===== config.mk =====
export PLATFORM = sky130hd
export DESIGN_NAME = bytea_escape_decoder
export DESIGN_NICKNAME = d
export VERILOG_FILES = /design/src/rtl/bed_pkg.sv /design/src/rtl/bed_front.sv /design/src/rtl/bed_queue.sv /design/src/rtl/bed_back.sv /design/src/rtl/bytea_escape_decoder.sv
export VERILOG_INCLUDE_DIRS = /design/src /design/src/rtl
export SDC_FILE = /design/constraint.sdc
export NUM_CORES = 1
export LEC_CHECK = 0
export BUFFER_PORTS_ARGS = -buffer_cell sky130_fd_sc_hd__buf_2
export CAP_MARGIN = 5
export CORE_MARGIN = 8
export CORE_UTILIZATION = 51
export DETAILED_ROUTE_END_ITERATION = 6
export PLACE_DENSITY = 0.7
export SLEW_MARGIN = 20
export SYNTH_ARGS = -nofsm -noshare
export SYNTH_HDL_FRONTEND = slang
export SYNTH_SLANG_ARGS = --single-unit

===== constraint.sdc =====
create_clock -name clk -period 3.7 [get_ports clk]
set_input_delay 0.925 -clock clk [delete_from_list [all_inputs] [get_ports clk]]
set_output_delay 0.925 -clock clk [all_outputs]
set_load 0.005 [all_outputs]

===== src/rtl/bytea_escape_decoder_assert.svh =====
// Assertion macros for the escape decoder.
`ifndef BYTEA_ESCAPE_DECODER_ASSERT_SVH
`define BYTEA_ESCAPE_DECODER_ASSERT_SVH

`ifndef SYNTH
// prop must hold at every clock edge outside reset
`define BED_ASSERT(label, clk, rst, prop, msg) \
  label: assert property (@(posedge clk) disable iff (rst) (prop)) else $error(msg);
// cond must never be true outside reset
`define BED_NEVER(label, clk, rst, cond, msg) \
  label: assert property (@(posedge clk) disable iff (rst) !(cond)) else $error(msg);
`else
`define BED_ASSERT(label, clk, rst, prop, msg)
`define BED_NEVER(label, clk, rst, cond, msg)
`endif

`endif


===== src/rtl/bed_pkg.sv =====
package bed_pkg;

  localparam logic [7:0] BS_CHAR    = 8'h5C;
  localparam logic [7:0] OCT_LO     = 8'h30;
  localparam logic [7:0] OCT_HI     = 8'h37;
  localparam logic [1:0] MAX_DIGITS = 2'd3;

  // One decoded item: one or two bytes, each with its end flag.
  typedef struct packed {
    logic       two;
    logic [7:0] b0;
    logic       e0;
    logic [7:0] b1;
    logic       e1;
  } dec_entry_t;

  typedef struct packed {
    logic full;
    logic empty;
  } q_stat_t;

endpackage


===== src/rtl/bed_front.sv =====
`include "bytea_escape_decoder_assert.svh"

module bed_front (
  input  logic                clk,
  input  logic                rst,
  input  logic                in_valid,
  input  logic [7:0]          text_byte,
  input  logic                text_end,
  input  bed_pkg::q_stat_t    q_stat,
  output logic                in_full,
  output logic                q_push,
  output bed_pkg::dec_entry_t q_wdata
);
  import bed_pkg::*;

  logic       esc_open, esc_open_next;
  logic [1:0] digits, digits_next;
  logic [7:0] accum, accum_next;

  logic       accept;
  logic       is_oct;
  logic [2:0] dval;
  logic [7:0] acc_t;
  logic [1:0] dig_t;
  logic       emit0, emit1;
  logic       plain_open;

  assign in_full = q_stat.full;
  assign accept  = in_valid && !q_stat.full;
  assign is_oct  = (text_byte >= OCT_LO) && (text_byte <= OCT_HI);
  assign dval    = text_byte[2:0];
  assign acc_t   = {accum[4:0], dval};
  assign dig_t   = digits + 2'd1;
  // a backslash that is not last opens an escape instead of being emitted
  assign plain_open = (text_byte == BS_CHAR) && !text_end;

  always_comb begin
    esc_open_next = esc_open;
    digits_next   = digits;
    accum_next    = accum;
    emit0         = 1'b0;
    emit1         = 1'b0;
    q_wdata       = '0;
    if (!esc_open) begin
      if (plain_open) begin
        esc_open_next = 1'b1;
        digits_next   = 2'd0;
        accum_next    = 8'd0;
      end else begin
        emit0      = 1'b1;
        q_wdata.b0 = text_byte;
        q_wdata.e0 = text_end;
      end
    end else if (digits == 2'd0) begin
      if (text_byte == BS_CHAR) begin
        esc_open_next = 1'b0;
        emit0         = 1'b1;
        q_wdata.b0    = BS_CHAR;
        q_wdata.e0    = text_end;
      end else if (is_oct) begin
        accum_next  = {5'd0, dval};
        digits_next = 2'd1;
        if (text_end) begin
          emit0      = 1'b1;
          q_wdata.b0 = {5'd0, dval};
          q_wdata.e0 = 1'b1;
        end
      end else begin
        esc_open_next = 1'b0;
        digits_next   = 2'd0;
        accum_next    = 8'd0;
        emit0         = 1'b1;
        q_wdata.b0    = BS_CHAR;
        q_wdata.e0    = 1'b0;
        if (plain_open) begin
          esc_open_next = 1'b1;
        end else begin
          emit1      = 1'b1;
          q_wdata.b1 = text_byte;
          q_wdata.e1 = text_end;
        end
      end
    end else begin
      if (is_oct) begin
        accum_next  = acc_t;
        digits_next = dig_t;
        if (dig_t == MAX_DIGITS || text_end) begin
          esc_open_next = 1'b0;
          digits_next   = 2'd0;
          accum_next    = 8'd0;
          emit0         = 1'b1;
          q_wdata.b0    = acc_t;
          q_wdata.e0    = text_end;
        end
      end else begin
        esc_open_next = 1'b0;
        digits_next   = 2'd0;
        accum_next    = 8'd0;
        emit0         = 1'b1;
        q_wdata.b0    = accum;
        q_wdata.e0    = 1'b0;
        if (plain_open) begin
          esc_open_next = 1'b1;
        end else begin
          emit1      = 1'b1;
          q_wdata.b1 = text_byte;
          q_wdata.e1 = text_end;
        end
      end
    end
    // end of string always leaves a clean state
    if (text_end) begin
      esc_open_next = 1'b0;
      digits_next   = 2'd0;
      accum_next    = 8'd0;
    end
    q_wdata.two = emit1;
  end

  assign q_push = accept && emit0;

  always_ff @(posedge clk) begin
    if (rst) begin
      esc_open <= 1'b0;
      digits   <= 2'd0;
      accum    <= 8'd0;
    end else if (accept) begin
      esc_open <= esc_open_next;
      digits   <= digits_next;
      accum    <= accum_next;
    end
  end

  `BED_ASSERT(a_closed_clean, clk, rst, !esc_open |-> (digits == 2'd0 && accum == 8'd0), "closed escape holds digits")
  `BED_NEVER(a_digits_range, clk, rst, digits == MAX_DIGITS, "three digits left pending")
  `BED_ASSERT(a_end_emits, clk, rst, (accept && text_end) |-> q_push, "last item gave no byte")

endmodule


===== src/rtl/bed_queue.sv =====
`include "bytea_escape_decoder_assert.svh"

module bed_queue #(
  parameter int DEPTH = 2
) (
  input  logic                clk,
  input  logic                rst,
  input  logic                push,
  input  bed_pkg::dec_entry_t wdata,
  input  logic                pop,
  output bed_pkg::dec_entry_t rdata,
  output bed_pkg::q_stat_t    stat
);
  import bed_pkg::*;

  localparam int PW = (DEPTH > 1) ? $clog2(DEPTH) : 1;
  localparam int CW = $clog2(DEPTH + 1);

  dec_entry_t      mem [DEPTH];
  logic [PW-1:0]   wptr, rptr;
  logic [CW-1:0]   count;
  logic            do_push, do_pop;

  assign stat.full  = (count == CW'(DEPTH));
  assign stat.empty = (count == '0);
  assign do_push    = push && !stat.full;
  assign do_pop     = pop && !stat.empty;
  assign rdata      = mem[rptr];

  always_ff @(posedge clk) begin
    if (do_push) begin
      mem[wptr] <= wdata;
    end
  end

  always_ff @(posedge clk) begin
    if (rst) begin
      wptr  <= '0;
      rptr  <= '0;
      count <= '0;
    end else begin
      if (do_push) begin
        wptr <= (wptr == PW'(DEPTH - 1)) ? '0 : wptr + PW'(1);
      end
      if (do_pop) begin
        rptr <= (rptr == PW'(DEPTH - 1)) ? '0 : rptr + PW'(1);
      end
      unique case ({do_push, do_pop})
        2'b10:   count <= count + CW'(1);
        2'b01:   count <= count - CW'(1);
        default: count <= count;
      endcase
    end
  end

  `BED_NEVER(a_q_overflow, clk, rst, count > CW'(DEPTH), "queue count past depth")

endmodule


===== src/rtl/bed_back.sv =====
`include "bytea_escape_decoder_assert.svh"

module bed_back (
  input  logic                clk,
  input  logic                rst,
  input  bed_pkg::q_stat_t    q_stat,
  input  bed_pkg::dec_entry_t q_rdata,
  output logic                q_pop,
  input  logic                out_pop,
  output logic                out_empty,
  output logic [7:0]          data_byte,
  output logic                data_end
);
  import bed_pkg::*;

  logic       out_valid;
  logic       pend;
  logic [7:0] pend_byte;
  logic       pend_end;
  logic       load_ok;

  assign out_empty = !out_valid;
  assign load_ok   = !out_valid || out_pop;
  // second byte of an item goes out before the next item is taken
  assign q_pop     = load_ok && !pend && !q_stat.empty;

  always_ff @(posedge clk) begin
    if (rst) begin
      out_valid <= 1'b0;
      pend      <= 1'b0;
    end else if (load_ok) begin
      if (pend) begin
        out_valid <= 1'b1;
        pend      <= 1'b0;
      end else begin
        out_valid <= !q_stat.empty;
        pend      <= !q_stat.empty && q_rdata.two;
      end
    end
  end

  always_ff @(posedge clk) begin
    if (load_ok) begin
      if (pend) begin
        data_byte <= pend_byte;
        data_end  <= pend_end;
      end else if (!q_stat.empty) begin
        data_byte <= q_rdata.b0;
        data_end  <= q_rdata.e0;
        pend_byte <= q_rdata.b1;
        pend_end  <= q_rdata.e1;
      end
    end
  end

  `BED_ASSERT(a_pend_has_out, clk, rst, pend |-> out_valid, "second byte waits with no first")
  `BED_NEVER(a_pop_while_pend, clk, rst, q_pop && pend, "queue read with byte pending")

endmodule


===== src/rtl/bytea_escape_decoder.sv =====
// Escape-format bytea decoder. Text bytes go in through push/full, one per cycle;
// decoded bytes come out through empty/pop, one per cycle, with data_end on the
// last byte of each string. A text byte is taken in the cycle it is pushed unless
// the internal queue of QDEPTH decoded items is full; the front decodes it at
// once. A decoded byte passes through the queue and the output register. The result
// side moves one byte per cycle while it is popped, so an item that decodes to two bytes (an escape
// ended by a plain character) holds the output for both of its bytes, and a run of
// such items lets the front take text bytes only as fast as the output drains the
// queue once it has filled. Items that decode to no byte (an opening backslash,
// inner octal digits) use no output slot.
module bytea_escape_decoder #(
  parameter int QDEPTH = 2
) (
  input  logic       clk,
  input  logic       rst,
  input  logic       push,
  output logic       full,
  input  logic [7:0] text_byte,
  input  logic       text_end,
  output logic       empty,
  input  logic       pop,
  output logic [7:0] data_byte,
  output logic       data_end
);
  import bed_pkg::*;

  q_stat_t    q_stat;
  logic       q_push, q_pop;
  dec_entry_t q_wdata, q_rdata;

  bed_front u_front (
    .clk       (clk),
    .rst       (rst),
    .in_valid  (push),
    .text_byte (text_byte),
    .text_end  (text_end),
    .q_stat    (q_stat),
    .in_full   (full),
    .q_push    (q_push),
    .q_wdata   (q_wdata)
  );

  bed_queue #(
    .DEPTH (QDEPTH)
  ) u_queue (
    .clk   (clk),
    .rst   (rst),
    .push  (q_push),
    .wdata (q_wdata),
    .pop   (q_pop),
    .rdata (q_rdata),
    .stat  (q_stat)
  );

  bed_back u_back (
    .clk       (clk),
    .rst       (rst),
    .q_stat    (q_stat),
    .q_rdata   (q_rdata),
    .q_pop     (q_pop),
    .out_pop   (pop),
    .out_empty (empty),
    .data_byte (data_byte),
    .data_end  (data_end)
  );

endmodule

After elaboration in Yosys (flattened, before gate mapping) --
Memory sizes are Yosys's and may differ from the RTL's. A register that Yosys moved wholly into a read port is not among the register bits. Cells that the tools add are included.
Word-level totals: register bits after elaboration 35, logic and storage cells 112, memories kept 1, bits in writable memories 38, input port bits 13
Memory list:
- u_queue.mem | depth 2, bits a word 19, rd ports 1, clocked after Yosys merged registers in 1, write ports 1, RTL line bed_queue.sv:19 | dec_entry_t mem [DEPTH];
Cells by class: reductions and logical operators 23, equality and inequality tests 7, magnitude comparators 2, multiplexer cells 60, bitwise logic cells 2, add/sub/neg operators 5
Operators with widths (count):
- $mux W9 | 9
- $mux W8 | 9
- $mux W1 | 31
- $mux W18 | 1
- $mux W2 | 7
- $logic_and A1 B1 Y1 | 9
- $eq A8 B7 Y1 const B | 1
- $ge A8 B6 Y1 const B | 1
- $le A8 B6 Y1 const B | 1
- $eq A2 B2 Y1 const B | 3
- $reduce_and A3 Y1 | 2
- $logic_not A1 Y1 | 5
- $add A2 B1 Y2 const B | 2
- $logic_not A2 Y1 | 2
- $mux W4 | 1
- $ne A4 B4 Y1 const B | 1
- $pmux W2 S2 | 1
- $mux W3 | 1
- $reduce_bool A3 Y1 | 1
- $add A1 B1 Y1 const B | 2
- $eq A2 B1 Y1 const B | 1
- $logic_or A1 B1 Y1 | 2
- $ne A2 B2 Y1 const B | 1
- $not A1 Y1 | 2
- 3 further kinds | 3

Longest topological paths before layout --
depth after elaboration 11, depth in mapped cells 10

By module --
Synthesis repeated with hierarchy kept, for this count alone.
Unflattened totals: cell total of the unflattened synthesis 253, area total of the unflattened synthesis 3353.2 um^2
By module, submodules not included:
- bed_queue | cells an instance 85, seq. area each 1241.2 um^2, instances 1, area each 1589.0 um^2
- bed_front | cells an instance 127, seq. area each 220.2 um^2, instances 1, area each 1009.7 um^2
- bed_back | cells an instance 41, seq. area each 580.6 um^2, instances 1, area each 754.5 um^2

Least setup slack after synthesis --
OpenSTA, ideal clock, no wires.
kind input -> register, start point in text_byte[6], end point mem u_queue.mem[0][0] (netlist name) (enable), arrival 2.715 ns, required time 3.303 ns, stages 6, setup slack 0.589 ns, cells stage by stage buf_6 > and4bb_1 > and2_4 > buf_6 > a211oi_1 > nor2b_1
On the way: cells in the longest elaborated chain, start to end 10, elaborated cells between the ends (all ways) 15, classes of those cells 2 x order compare; 1 x eq/ne; 8 x mux; 4 x reduce/logical
RTL lines:
- start, declared | RTL line bytea_escape_decoder.sv:18 | input logic [7:0] text_byte,
- $ge A8 B6 Y1 / $le A8 B6 Y1 (equally long branches) | RTL line bed_front.sv:30 | assign is_oct = (text_byte >= OCT_LO) && (text_byte <= OCT_HI);
- $logic_and A1 B1 Y1 | RTL line bed_front.sv:30
- $mux W1 | RTL line bed_front.sv:60 | end else if (is_oct) begin
- $mux W1 | RTL line bed_front.sv:55 | if (text_byte == BS_CHAR) begin
- $mux W1 | RTL line bed_front.sv:54 | end else if (digits == 2'd0) begin
- $mux W1 * | RTL line bed_front.sv:44 | if (!esc_open) begin
- $logic_and A1 B1 Y1 * | RTL line bed_front.sv:120 | assign q_push = accept && emit0;
- $logic_and A1 B1 Y1 * | RTL line bed_queue.sv:26 | assign do_push = push && !stat.full;
- $mux W1 * | RTL line bed_queue.sv:31 | if (do_push) begin
- $mux W1 (implied by the code) * | RTL line bed_queue.sv:32 | mem[wptr] <= wdata;
- end, declared | RTL line bed_queue.sv:19
Every way passes the cells marked *; elsewhere a longest branch is shown, timed or not.

Worst setup path after layout --
start point in text_byte[7], end point reg u_queue.count[1]
On the way: cells in the longest elaborated chain, start to end 10, elaborated cells between the ends (all ways) 17, classes of those cells 2 x order compare; 3 x eq/ne; 7 x mux; 5 x reduce/logical
RTL lines:
- $ge A8 B6 Y1 / $le A8 B6 Y1 (equally long branches) | RTL line bed_front.sv:30
- $logic_and A1 B1 Y1 | RTL line bed_front.sv:30
- $mux W1 | RTL line bed_front.sv:60
- $mux W1 | RTL line bed_front.sv:55
- $mux W1 | RTL line bed_front.sv:54
- $mux W1 * | RTL line bed_front.sv:44
- $logic_and A1 B1 Y1 * | RTL line bed_front.sv:120
- $logic_and A1 B1 Y1 * | RTL line bed_queue.sv:26
- $eq A2 B1 Y1 / $eq A2 B2 Y1 (equally long branches) | RTL line bed_queue.sv:48 | unique case ({do_push, do_pop})
- $pmux W2 S2 / $reduce_bool A2 Y1 (equally long branches)
- end signal, assigned | RTL line bed_queue.sv:49 | 2'b10: count <= count + CW'(1);
- end signal, assigned | RTL line bed_queue.sv:50 | 2'b01: count <= count - CW'(1);
- end signal, assigned | RTL line bed_queue.sv:51 | default: count <= count;
- end, declared | RTL line bed_queue.sv:21 | logic [CW-1:0] count;
Marks and branches as above. A chain may end at the register's enable or synchronous reset.

==> reports/qor.yml <==
status: "completed"
area_growth_pct: 9.904
switching_share_pct: 27.24
power-per-cell-area_nw_per_um2: 592.2
vdd.ir_drop.worst_mv: 0.3203
synth.top_cell.area_share_pct: 51.59
ys_warn_count: 0
grt_usage_pct: 14.05
synth_edf_count: 56
grt_pass1_vias: 2068
syn-num-nets: 279
portBuffers: 23
htree_levels: 3
synth_top_area_cell: "edfxtp_1"
clock-sinks: 74
path_clk_slew_ps: 70
drc: 0
postCtsSetupRepairBufs: 0
ys.flop_type: "edfxtp_1"
p_switching_uw: 577.8
drt-vias-per-instance: 5.588
p_int_uw: 1544
fill_cells: 534
max_slew_margin_pct: 33.97
final_antenna_net_count: 0
synthesis.area_um2: 3259
drt-pass1-iter-count: 4
finalHoldViolCount: 0
die-area_um2: 9205
placedCellCount: 353
overflow: 0
hpwlAfterDp_mm: 4.005
yosysSeqAreaShare_pct: 62.65
floorplan.initialDensity_pct: 51.92
num_io_pins: 24
setup_viol: 0
period_minus_slack_ps: 2572
power_frac_clock_pct: 24.4
cts_buffers: 9
finalCritPeriodShare_pct: 69.52
drive_gt1_share_pct: 18.84
ctsResizeCount: 0
rsz0062_at_grt: "false"
async_flop_share_pct: 0
cts.root.buffer_cell: "clkbuf_8"
grt_pass1_wl_mm: 9.770
worst-slew-pin-transition_ps: 989.1
fin_cells: 369
fmax_mhz: 388.8
cp_data_arrival_time_ps: 2840
ys_top_cells_by_area: "edfxtp_1 52%, dfxtp_1 11%, mux2_2 3.5%"
cts_hold_buf: 0
cts_tree: "yes"
slew_violations: 0
synth-seq-cells: 74
hp-class: "flop to flop"
core_um2: 6277
detail_route.iter0.violations: 79
antenna_found_initial: 0
clk_latency_ps: 340
synthTopCellsByCount: "56 x edfxtp_1, 24 x nand2_1, 18 x dfxtp_1"
rows: 29
diodes: 0
p_leak_uw: 0.001221
setup_tns_ps: 0
avgSynthCellArea_um2: 12.39
cp-end-kind: "flop"
required_ps: 3970
pwr-share-seq_pct: 57.2
p_comb_share_pct: 18.4
fp.dieH_um: 95.95
syn_inst: 263
wirelength_mm: 5.786
synth.most_common_cell: "edfxtp_1"
startpoint_type: "primary input"
path_class: "primary input to flop"
clock_skew_ps: 9.232
final_net_count: 303
routabilityCongestion: 0.8730
grt_max_degree: 24
vias: 2062
maxCapViolCount: 0
die_w_um: 95.95
clk_path_buf_depth: 2
ys_types: 47
wire_per_inst_um: 15.68
path_max_fanout: 7
## through the flow
step / power [uW] / worst slack, ps / utilization, % / area [um2] / hold WS (ps)
after floorplan: 1479 / 588.6 / - / 3259 / 438.3
after global placement: 1619 / 842.8 / 54.49 / 3421 / 453.6
after detailed placement: 1633 / 784.9 / 54.49 / 3421 / 461.0
after CTS: 2151 / 1130 / 57.07 / 3582 / 470.6
after global routing: 2243 / 918.4 / 57.07 / 3582 / 497.2
final: 2122 / 1128 / 57.07 / 3582 / 460.8
## routing by layer
metal | share of wire [%] | track usage [%] | up-vias
li1 | - | - | 1022
met1 | 44 | 16.25 | 972
met2 | 48 | 23.31 | 53
met3 | 5.5 | 3.744 | 15
met4 | 2.7 | 7.682 | 0
met5 | 0 | 0 | -
## critical path, stage by stage
cell and delay, ps:
buf_2 120, nand4bb_4 270, nor4_1 530, a211oi_1 140, inv_1 80, ha_1 250, or3_1 390, a21oi_1 140
## sequential cells by signal, summed over array words and instances (netlist names), named ones only
signal            count
u_back.pend_end       1
u_back.pend_byte      8
u_back.data_end       1
u_queue.count         2
u_queue.rptr          1
u_back.data_byte      8
u_back.pend           1
u_queue.wptr          1
u_front.esc_open      1
u_back.out_valid      1
u_queue.mem          38
u_front.digits        2
u_front.accum         8
## area by class of cell
class	instances	area, um2	area share (%)
Sequential cell	74	2042	57.00
Multi-Input combinational cell	161	1089	30.39
Timing Repair Buffer	26	137.6	3.842
Clock buffer	10	127.6	3.563
Tap cell	77	96.34	2.689
Inverter	15	56.30	1.572
Clock inverter	6	33.78	0.9431
## kinds of logic (layout without fill, tap and decap cells)
kind of cell,Yosys count,count (layout),synth area share [%]
adders and majority gates,3,3,1.152
AOI/OAI and AO/OA,53,53,11.21
muxes,19,19,6.219
and+or+nand+nor,83,83,14.01
xor gates and xnor gates,3,3,0.8063
buffers and inverters,28,57,3.954
DFF,74,74,62.65
## power by group through the flow
stage	combinational, uW	sequential [uW]	clock, uW
after floorplan	282	1200	0
after global placement	391	1230	0
after detailed placement	400	1230	0
after CTS	402	1220	533
after global routing	447	1240	561
final	391	1210	517
## path summary, 6_finish.rpt
kind                                                startpoint                       endpoint  slack (ps)  cells after the start
worst max-delay path                              text_byte[7]  u_queue.count[1]$_SDFFE_PP0P_        1130                      8
worst min-delay path             u_front.accum[4]$_SDFFE_PP0P_  u_front.accum[7]$_SDFFE_PP0P_         460                      2
worst max register to register  u_front.digits[0]$_SDFFE_PP0P_  u_queue.count[1]$_SDFFE_PP0P_        1340                      9
worst min register to register   u_front.accum[4]$_SDFFE_PP0P_  u_front.accum[7]$_SDFFE_PP0P_         460                      2
## layout by cell type (no fill, tap or decap), types with 2 or more instances in the layout
master	synthesis	layout
a21oi_1	9	9
o22ai_1	5	5
clkinvlp_4	0	2
clkinv_2	0	3
edfxtp_1	56	56
dfxtp_1	18	18
o32ai_1	6	6
clkinv_1	1	2
nor2b_1	7	7
clkbuf_8	0	9
nand2b_1	5	5
a22oi_1	2	2
nor2_1	16	16
a32o_1	2	2
mux2i_1	9	9
xnor2_1	2	2
ha_1	3	3
o21ai_0	14	14
and2_1	11	11
nor3_1	4	4
or3_1	2	2
inv_1	14	14
nand2_1	24	24
a221o_1	3	3
buf_2	1	23
nor4_1	2	2
o2111ai_1	2	2
o211ai_1	3	3
mux2_2	10	10
buf_4	0	3
nand4_1	2	2
Power figures use the tool's default switching activity.
